===== src/rtl/bnaw_pkg.sv =====
// Shared types, constants and microcode formats of the attractor walk block.
`timescale 1ns / 1ps
package bnaw_pkg;

  localparam int unsigned NUM_GENES  = 10;
  localparam int unsigned SLOT_W     = 4;
  localparam int unsigned STATE_W    = 10;
  localparam int unsigned NUM_STATES = 1 << STATE_W;
  localparam int unsigned ROUND_W    = STATE_W + 1;
  localparam int unsigned STEP_W     = 3;

  typedef struct packed {
    logic [SLOT_W-1:0]  gene0_slot;
    logic [SLOT_W-1:0]  gene1_slot;
    logic [SLOT_W-1:0]  gene2_slot;
    logic [SLOT_W-1:0]  gene3_slot;
    logic [SLOT_W-1:0]  gene4_slot;
    logic [SLOT_W-1:0]  gene5_slot;
    logic [SLOT_W-1:0]  gene6_slot;
    logic [SLOT_W-1:0]  gene7_slot;
    logic [SLOT_W-1:0]  gene8_slot;
    logic [SLOT_W-1:0]  gene9_slot;
    logic [STATE_W-1:0] start_state;
  } req_t;

  typedef struct packed {
    logic [STATE_W-1:0] end_state;
    logic               outcome;
    logic [ROUND_W-1:0] rounds;
  } rsp_t;

  // Jump conditions of a control word: jump when true, else go to the next step.
  typedef enum logic [2:0] {
    C_NEVER,
    C_ALWAYS,
    C_NO_START,
    C_CLR_BUSY,
    C_SLOT_MORE,
    C_EQUAL,
    C_STOP
  } cond_e;

  typedef struct packed {
    cond_e             cond;
    logic [STEP_W-1:0] target;
    logic              load;
    logic              clear;
    logic              record;
    logic              slot;
    logic              probe;
    logic              commit;
  } uword_t;

  typedef struct packed {
    logic start;
    logic clr_busy;
    logic slot_more;
    logic equal;
    logic stop;
  } status_t;

endpackage


===== src/rtl/boolean_network_attractor_walk.sv =====
// Top level of the Boolean network attractor walk block.
//
// A request is taken at a rising clock edge with start high and busy low. It carries
// the update slot of each of the ten genes and the start state. busy stays high
// from the cycle after the request until the result appears. The result is shown
// on rsp_o for exactly one cycle with done_o high; the receiver cannot stall it,
// so it must take the result in that cycle.
//
// Steps: after the request edge, all 1024 entries of the visited map are swept clear
// through its single write port. Each round then runs a record step, k slot steps
// (at most 11, including the empty slot that ends it), a probe, a check and a next
// step. The last round ends after its check when it reaches a revisited state or the
// round count reaches the number of states, and after its probe when it reaches a
// fixed point. done_o is registered and rises as the sequencer returns to idle.
// The rate is set by the microcode loop over slots and rounds, one slot step per
// cycle, and by the visited map sweep. One request is worked on at a time; the
// next one can be taken at the edge that ends the done_o cycle.
//
// Reset puts the sequencer at its idle step with busy and done_o low. The visited
// map holds no reset value; it is cleared at the start of each request.
`timescale 1ns / 1ps
module boolean_network_attractor_walk
  import bnaw_pkg::*;
(
  input  logic clk_i,
  input  logic rst_ni,
  input  logic start,
  output logic busy,
  input  req_t req_i,
  output logic done_o,
  output rsp_t rsp_o
);

  uword_t  uword;
  status_t status;

  bnaw_useq u_useq (
    .clk_i   (clk_i),
    .rst_ni  (rst_ni),
    .status_i(status),
    .uword_o (uword),
    .busy_o  (busy)
  );

  bnaw_datapath u_datapath (
    .clk_i   (clk_i),
    .rst_ni  (rst_ni),
    .start_i (start),
    .req_i   (req_i),
    .uword_i (uword),
    .status_o(status),
    .done_o  (done_o),
    .rsp_o   (rsp_o)
  );

endmodule


===== src/rtl/bnaw_ram.sv =====
// Generic single-port-write, single-port-read RAM with registered read data.
`timescale 1ns / 1ps
module bnaw_ram #(
  parameter int unsigned WIDTH = 1,
  parameter int unsigned DEPTH = 1024
) (
  input  logic                     clk_i,
  input  logic                     we_i,
  input  logic [$clog2(DEPTH)-1:0] waddr_i,
  input  logic [WIDTH-1:0]         wdata_i,
  input  logic [$clog2(DEPTH)-1:0] raddr_i,
  output logic [WIDTH-1:0]         rdata_o
);

  logic [WIDTH-1:0] mem [DEPTH];
  logic [WIDTH-1:0] rdata_q;

  always_ff @(posedge clk_i) begin
    if (we_i) begin
      mem[waddr_i] <= wdata_i;
    end
    rdata_q <= mem[raddr_i];
  end

  assign rdata_o = rdata_q;

endmodule


===== src/rtl/bnaw_useq.sv =====
// Microcode sequencer: step counter, control store and conditional jumps.
`timescale 1ns / 1ps
module bnaw_useq
  import bnaw_pkg::*;
(
  input  logic    clk_i,
  input  logic    rst_ni,
  input  status_t status_i,
  output uword_t  uword_o,
  output logic    busy_o
);

  localparam logic [STEP_W-1:0] S_IDLE   = 3'd0;
  localparam logic [STEP_W-1:0] S_CLEAR  = 3'd1;
  localparam logic [STEP_W-1:0] S_RECORD = 3'd2;
  localparam logic [STEP_W-1:0] S_SLOT   = 3'd3;
  localparam logic [STEP_W-1:0] S_PROBE  = 3'd4;
  localparam logic [STEP_W-1:0] S_CHECK  = 3'd5;
  localparam logic [STEP_W-1:0] S_NEXT   = 3'd6;

  // Fields: cond, target, load, clear, record, slot, probe, commit.
  function automatic uword_t ucode(input logic [STEP_W-1:0] step);
    uword_t w;
    w = '{C_ALWAYS, S_IDLE, 1'b0, 1'b0, 1'b0, 1'b0, 1'b0, 1'b0};
    case (step)
      S_IDLE:   w = '{C_NO_START,  S_IDLE,   1'b1, 1'b0, 1'b0, 1'b0, 1'b0, 1'b0};
      S_CLEAR:  w = '{C_CLR_BUSY,  S_CLEAR,  1'b0, 1'b1, 1'b0, 1'b0, 1'b0, 1'b0};
      S_RECORD: w = '{C_NEVER,     S_IDLE,   1'b0, 1'b0, 1'b1, 1'b0, 1'b0, 1'b0};
      S_SLOT:   w = '{C_SLOT_MORE, S_SLOT,   1'b0, 1'b0, 1'b0, 1'b1, 1'b0, 1'b0};
      S_PROBE:  w = '{C_EQUAL,     S_IDLE,   1'b0, 1'b0, 1'b0, 1'b0, 1'b1, 1'b0};
      S_CHECK:  w = '{C_STOP,      S_IDLE,   1'b0, 1'b0, 1'b0, 1'b0, 1'b0, 1'b1};
      S_NEXT:   w = '{C_ALWAYS,    S_RECORD, 1'b0, 1'b0, 1'b0, 1'b0, 1'b0, 1'b0};
      default:  w = '{C_ALWAYS,    S_IDLE,   1'b0, 1'b0, 1'b0, 1'b0, 1'b0, 1'b0};
    endcase
    return w;
  endfunction

  logic [STEP_W-1:0] upc_q, upc_d;
  uword_t            uw;
  logic              jump;

  assign uw = ucode(upc_q);

  always_comb begin
    case (uw.cond)
      C_NEVER:     jump = 1'b0;
      C_ALWAYS:    jump = 1'b1;
      C_NO_START:  jump = !status_i.start;
      C_CLR_BUSY:  jump = status_i.clr_busy;
      C_SLOT_MORE: jump = status_i.slot_more;
      C_EQUAL:     jump = status_i.equal;
      C_STOP:      jump = status_i.stop;
      default:     jump = 1'b1;
    endcase
    upc_d = jump ? uw.target : upc_q + STEP_W'(1);
  end

  always_ff @(posedge clk_i or negedge rst_ni) begin
    if (!rst_ni) begin
      upc_q <= S_IDLE;
    end else begin
      upc_q <= upc_d;
    end
  end

  assign uword_o = uw;
  assign busy_o  = (upc_q != S_IDLE);

endmodule


===== src/rtl/bnaw_datapath.sv =====
// Datapath: gene rules, slot masks, visited map and result registers.
`timescale 1ns / 1ps
module bnaw_datapath
  import bnaw_pkg::*;
(
  input  logic    clk_i,
  input  logic    rst_ni,
  input  logic    start_i,
  input  req_t    req_i,
  input  uword_t  uword_i,
  output status_t status_o,
  output logic    done_o,
  output rsp_t    rsp_o
);

  function automatic logic [STATE_W-1:0] rules(input logic [STATE_W-1:0] s);
    logic [STATE_W-1:0] g;
    g[0] = s[8] | s[1] | s[3];
    g[1] = s[0] & ~(s[2] & s[8]);
    g[2] = (s[0] | (s[8] & s[9])) & ~(s[1] & s[4]);
    g[3] = (s[4] | s[3]) & ~s[9];
    g[4] = ((s[4] & s[5]) | s[3] | s[6] | (s[0] & s[1] & s[3])) & ~(s[8] | s[9]);
    g[5] = s[4] & ~s[8];
    g[6] = s[4];
    g[7] = s[3] | s[4];
    g[8] = (s[0] | s[9] | s[8] | s[2]) & ~(s[5] | s[7]);
    g[9] = (s[8] | s[9]) & ~(s[3] | (s[4] & s[0] & s[1]) | s[7]);
    return g;
  endfunction

  logic [SLOT_W-1:0]  slots_q [NUM_GENES];
  logic [STATE_W-1:0] cur_q, work_q, clr_q;
  logic [SLOT_W-1:0]  t_q;
  logic [ROUND_W-1:0] rounds_q;
  logic               done_q;
  rsp_t               rsp_q;

  logic [STATE_W-1:0] mask;
  logic               load, hit, full;
  logic               ram_we, ram_wdata, ram_rdata;
  logic [STATE_W-1:0] ram_waddr;

  assign load = uword_i.load && start_i;

  // Slot values at or above the gene count never update, so the slot walk ends there at the latest.
  always_comb begin
    for (int unsigned g = 0; g < NUM_GENES; g++) begin
      mask[g] = (slots_q[g] == t_q) && (t_q < SLOT_W'(NUM_GENES));
    end
  end

  assign ram_we    = uword_i.clear || uword_i.record;
  assign ram_waddr = uword_i.clear ? clr_q : cur_q;
  assign ram_wdata = !uword_i.clear;

  bnaw_ram #(
    .WIDTH(1),
    .DEPTH(NUM_STATES)
  ) u_visited (
    .clk_i  (clk_i),
    .we_i   (ram_we),
    .waddr_i(ram_waddr),
    .wdata_i(ram_wdata),
    .raddr_i(work_q),
    .rdata_o(ram_rdata)
  );

  assign hit  = ram_rdata;
  assign full = (rounds_q == ROUND_W'(NUM_STATES));

  assign status_o = '{
    start:     start_i,
    clr_busy:  !(&clr_q),
    slot_more: |mask,
    equal:     (work_q == cur_q),
    stop:      hit || full
  };

  always_ff @(posedge clk_i) begin
    if (load) begin
      slots_q[0] <= req_i.gene0_slot;
      slots_q[1] <= req_i.gene1_slot;
      slots_q[2] <= req_i.gene2_slot;
      slots_q[3] <= req_i.gene3_slot;
      slots_q[4] <= req_i.gene4_slot;
      slots_q[5] <= req_i.gene5_slot;
      slots_q[6] <= req_i.gene6_slot;
      slots_q[7] <= req_i.gene7_slot;
      slots_q[8] <= req_i.gene8_slot;
      slots_q[9] <= req_i.gene9_slot;
    end
    if (uword_i.record) begin
      work_q <= cur_q;
      t_q    <= '0;
    end else if (uword_i.slot) begin
      work_q <= (work_q & ~mask) | (rules(work_q) & mask);
      t_q    <= t_q + SLOT_W'(1);
    end
    if (uword_i.probe && (work_q == cur_q)) begin
      rsp_q <= '{end_state: cur_q, outcome: 1'b0, rounds: rounds_q};
    end else if (uword_i.commit) begin
      rsp_q <= '{end_state: work_q, outcome: hit, rounds: rounds_q};
    end
  end

  always_ff @(posedge clk_i or negedge rst_ni) begin
    if (!rst_ni) begin
      cur_q    <= '0;
      rounds_q <= '0;
      clr_q    <= '0;
      done_q   <= 1'b0;
    end else begin
      if (load) begin
        cur_q    <= req_i.start_state;
        rounds_q <= '0;
      end else if (uword_i.commit) begin
        cur_q <= work_q;
      end else if (uword_i.record) begin
        rounds_q <= rounds_q + ROUND_W'(1);
      end
      // The sweep counter wraps back to zero, ready for the next request.
      if (uword_i.clear) begin
        clr_q <= clr_q + STATE_W'(1);
      end
      done_q <= (uword_i.probe && (work_q == cur_q)) || (uword_i.commit && (hit || full));
    end
  end

  assign done_o = done_q;
  assign rsp_o  = rsp_q;

endmodule


===== config.mk =====
export PLATFORM = sky130hd
export DESIGN_NAME = boolean_network_attractor_walk
export DESIGN_NICKNAME = d
export VERILOG_FILES = /design/src/rtl/bnaw_pkg.sv /design/src/rtl/boolean_network_attractor_walk.sv /design/src/rtl/bnaw_ram.sv /design/src/rtl/bnaw_useq.sv /design/src/rtl/bnaw_datapath.sv
export SDC_FILE = /design/constraint.sdc
export NUM_CORES = 2
export LEC_CHECK = 0
export ABC_CLOCK_PERIOD_IN_PS = 35000
export CORE_ASPECT_RATIO = 0.7
export CORE_MARGIN = 2
export CORE_UTILIZATION = 58
export DETAILED_ROUTE_END_ITERATION = 8
export DONT_BUFFER_PORTS = 1
export GPL_ROUTABILITY_DRIVEN = 1
export HOLD_SLACK_MARGIN = 0.03
export PLACE_DENSITY = 0.71
export SLEW_MARGIN = 20
export SYNTH_ARGS = -nofsm -noshare
export SYNTH_HDL_FRONTEND = slang
export SYNTH_SLANG_ARGS = --single-unit

===== constraint.sdc =====
create_clock -name clk_i -period 35 [get_ports clk_i]
set_input_delay 3.5 -clock clk_i [delete_from_list [all_inputs] [get_ports clk_i]]
set_output_delay 3.5 -clock clk_i [all_outputs]
set_load 0.1 [all_outputs]

==> run_results.csv <==
group,metric,value,unit
route,drt_iter0_markers,4764,
global_route,grt_overflow,0,
timing,worst_slew_pin_slew,1.09,ns
worst_hold_path,hold_class,"reg2reg",
timing,final-hold-violation-count,0,
global_route,grt_pass1_vias,29800,
clock_network,cts_resized,0,
clock_network,cts_tree,"done",
power,power.leakage,16.2,nW
placement,dp.cells,4486,
worst_setup_path,arrival,2.46,ns
global_route,grt_antenna_before_repair,2,
route,avgViaCountPerCell,6.60,
finish,fin_nets,3504,
timing,setup_violations,0,
worst_hold_path,holdPathStages,1,
global_route,grt_max_degree,331,
power,ir_drop,0.0000715,V
synthesis,syn_area,50100,µm²
synthesis,synth.area.top_cells,"edfxtp_1 (66%), mux4_2 (9.9%), nor2_1 (8.3%)",
worst_setup_path,crit_type,"reg2out",
synthesis,syn-instance-count,3605,
timing,setup_tns,0,ns
worst_setup_path,start_kind,"flip-flop",
outcome,outcome,"completed",
clock_network,clk_pin_slew,0.08,ns
synthesis,yosys_register_bits,1136,
power,p_int,2.55,mW
floorplanning,start_util,58.4,%
global_route,grtUsageTotal,29.8,%
synthesis,syn_nets,3667,
worst_setup_path,endpoint_kind,"output pin",
timing,min_period,5.96,ns
power,pwr-share-comb,24.5,%
clock_network,clk_latency,0.68,ns
placement,port-buffer-count,0,
clock_network,cts.sinks,1136,
synthesis,synth_flop_cell,"edfxtp_1",
floorplanning,io_pins,77,
placement,dpl.hpwl,70.3,mm
timing,rsz0062_at_grt,"false",
synthesis,synth_top_cell_by_area,"edfxtp_1",
timing,period_share,17.0,%
route,antenna_left,0,
finish,area_delta_synth_final,8.02,%
synthesis,synth_edf_count,1095,
synthesis,synth_top_family_by_area,"multiplexers",
clock_network,cts-root-buf,"clkbuf_16",
synthesis,synth.avg_cell_area,13.9,µm²
floorplanning,placementRows,90,
timing,max-slew-margin-rel,27.0,%
synthesis,ys_warn_count,0,
power,pwr-share-clk,28.3,%
floorplanning,fp.dieH,250,µm
timing,clock_skew,0.0245,ns
timing,max_clock_freq,0.168,GHz
placement,place_congestion,0.838,
worst_setup_path,critPathMaxFanout,19,
route,drc_errors,0,
synthesis,muxShareOfSynthArea,12.9,%
power,switching_share,33.0,%
clock_network,numCtsBuffers,102,
synthesis,synthSimpleGateAreaFrac,11.5,%
finish,drive_above_1_share,15.1,%
synthesis,synth_top_area_share,65.6,%
synthesis,ys_types,67,
clock_network,post_cts.repair.setup_buffers,0,
route,wire_per_inst,28.3,µm
power,switchingPower,1.26,mW
clock_network,holdBufCountCts,0,
floorplanning,core_area,85800,µm²
synthesis,synth_xor_area_share,1.08,%
floorplanning,die_x,355,µm
finish,most-common-layout-cells,"nor2_1 (1107), edfxtp_1 (1095), mux4_2 (220)",
power,seqPwrFrac,47.2,%
synthesis,synth_fa_ha_area_share,0.225,%
power,powerDensity,70.4,nW/µm²
finish,fillCellCount,6254,
timing,final_max_slew_viol_count,0,
route,wirelength,132,mm
synthesis,synth_compound_area_share,3.44,%
worst_setup_path,worstPathRequired,31.50,ns
floorplanning,dieArea,88800,µm²
clock_network,htreeDepth,3,
global_route,grt_pass1_wl,193,mm
clock_network,cts_buffer_depth,3,
job,cap_violations,0,
finish,final_common_cell,"nor2_1",
route,vias,30800,
finish,final_cell_count_no_fill,4672,
synthesis,ys_seq_area_share,67.6,%
route,drt-pass1-iter-count,6,
worst_setup_path,rr_worst_depth,11,
synthesis,async_flop_share,3.08,%
## critical path, cell delays in order (launching register included)
cell and delay, ns:
dfrtp_1 0.66, clkinv_1 0.35, nand2_1 0.76
## final timing paths
kind	to	slack, ns	startpoint
max in group asynchronous	u_datapath.rounds_q[9]$_DFFE_PN0P_	32.39	rst_ni
hold / removal	u_datapath.clr_q[7]$_DFFE_PN0P_	0.53	u_datapath.clr_q[7]$_DFFE_PN0P_
setup reg to reg	u_datapath.u_visited.mem[836]$_DFFE_PP_	29.62	u_useq.upc_q[1]$_DFF_PN0_
min in group asynchronous	u_datapath.clr_q[9]$_DFFE_PN0P_	2.51	rst_ni
setup / recovery	busy	29.04	u_useq.upc_q[2]$_DFF_PN0_
hold reg to reg	u_datapath.clr_q[7]$_DFFE_PN0P_	0.53	u_datapath.clr_q[7]$_DFFE_PN0P_
## cells in the mapped netlist, drive strengths merged, types with 4 or more instances
master / instances
nor2: 1109
edfxtp: 1095
clkbuf: 248
mux4: 220
nand2: 114
mux2i: 107
buf: 91
o21ai: 51
nand3: 50
mux2: 40
xor2: 40
dfrtp: 35
a21oi: 32
nor3: 25
a211oi: 23
xnor2: 22
a22oi: 21
a221oi: 20
inv: 20
nand2b: 20
nor2b: 20
and3: 17
and2: 15
a31oi: 14
o22ai: 13
nand4: 12
a22o: 11
nand3b: 11
o21a: 10
o221ai: 10
ha: 9
nor4: 9
a32oi: 6
dfxtp: 6
nor3b: 6
or3: 5
a2111oi: 4
a221o: 4
o211ai: 4
or4: 4
## per-stage QoR
step / util [%] / setup slack (ns) / hold WS, ns / cell area [µm²] / power, mW
6_report: 63.1 / 29.04 / 0.529 / 54100 / 3.81
5_1_grt: 63.1 / 28.89 / 0.553 / 54100 / 3.92
4_1_cts: 62.9 / 29.02 / 0.527 / 54000 / 3.78
3_5_place_dp: 59.3 / 29.34 / 0.516 / 50800 / 2.72
3_3_place_gp: 59.2 / 29.64 / 0.490 / 50800 / 2.69
2_1_floorplan: - / 14.04 / 0.443 / 50100 / 2.65
## layer usage
layer,GRT usage (%),up-vias,wire length (µm)
met5,0,-,0
met4,10.3,0,4580
met3,7.44,316,18400
met2,43.8,2064,59000
met1,43.7,15600,50100
li1,-,12800,-
## state kept, by name, summed over array words and instances (netlist names), named ones only
name	count
u_datapath.rsp_o	22
u_useq.upc_q	3
u_datapath.done_o	1
u_datapath.t_q	4
u_datapath.slots_q	40
u_datapath.u_visited.rdata_o	1
u_datapath.cur_q	10
u_datapath.u_visited.mem	1024
u_datapath.rounds_q	11
u_datapath.clr_q	10
## kinds of logic after synthesis
family                   Yosys count
AND/OR/NAND/NOR                 1421
multiplexers                     367
buffers and inverters            362
AO/OA/AOI/OAI                    248
XOR/XNOR                          62
adder cells (fa/ha/maj)            9
flip-flops                      1136
## cell type report
cell class,instances,area (µm²),area share (%)
Sequential cell,1136,33900,62.6
Tap cell,1150,1440,2.66
Timing Repair Buffer,72,634,1.17
Clock buffer,127,2680,4.95
Clock inverter,56,467,0.863
Antenna cell,1,2.50,0.00463
Inverter,23,98.8,0.183
Multi-Input combinational cell,2107,14900,27.6
## power groups by stage
stage	Clock [mW]	Sequential (mW)	Combinational (mW)
6_report	1.08	1.80	0.932
5_1_grt	1.14	1.80	0.986
4_1_cts	1.09	1.80	0.901
3_5_place_dp	0	1.83	0.899
3_3_place_gp	0	1.82	0.870
2_1_floorplan	0	2.04	0.612
Note: power is estimated with default switching activity, not from simulation.
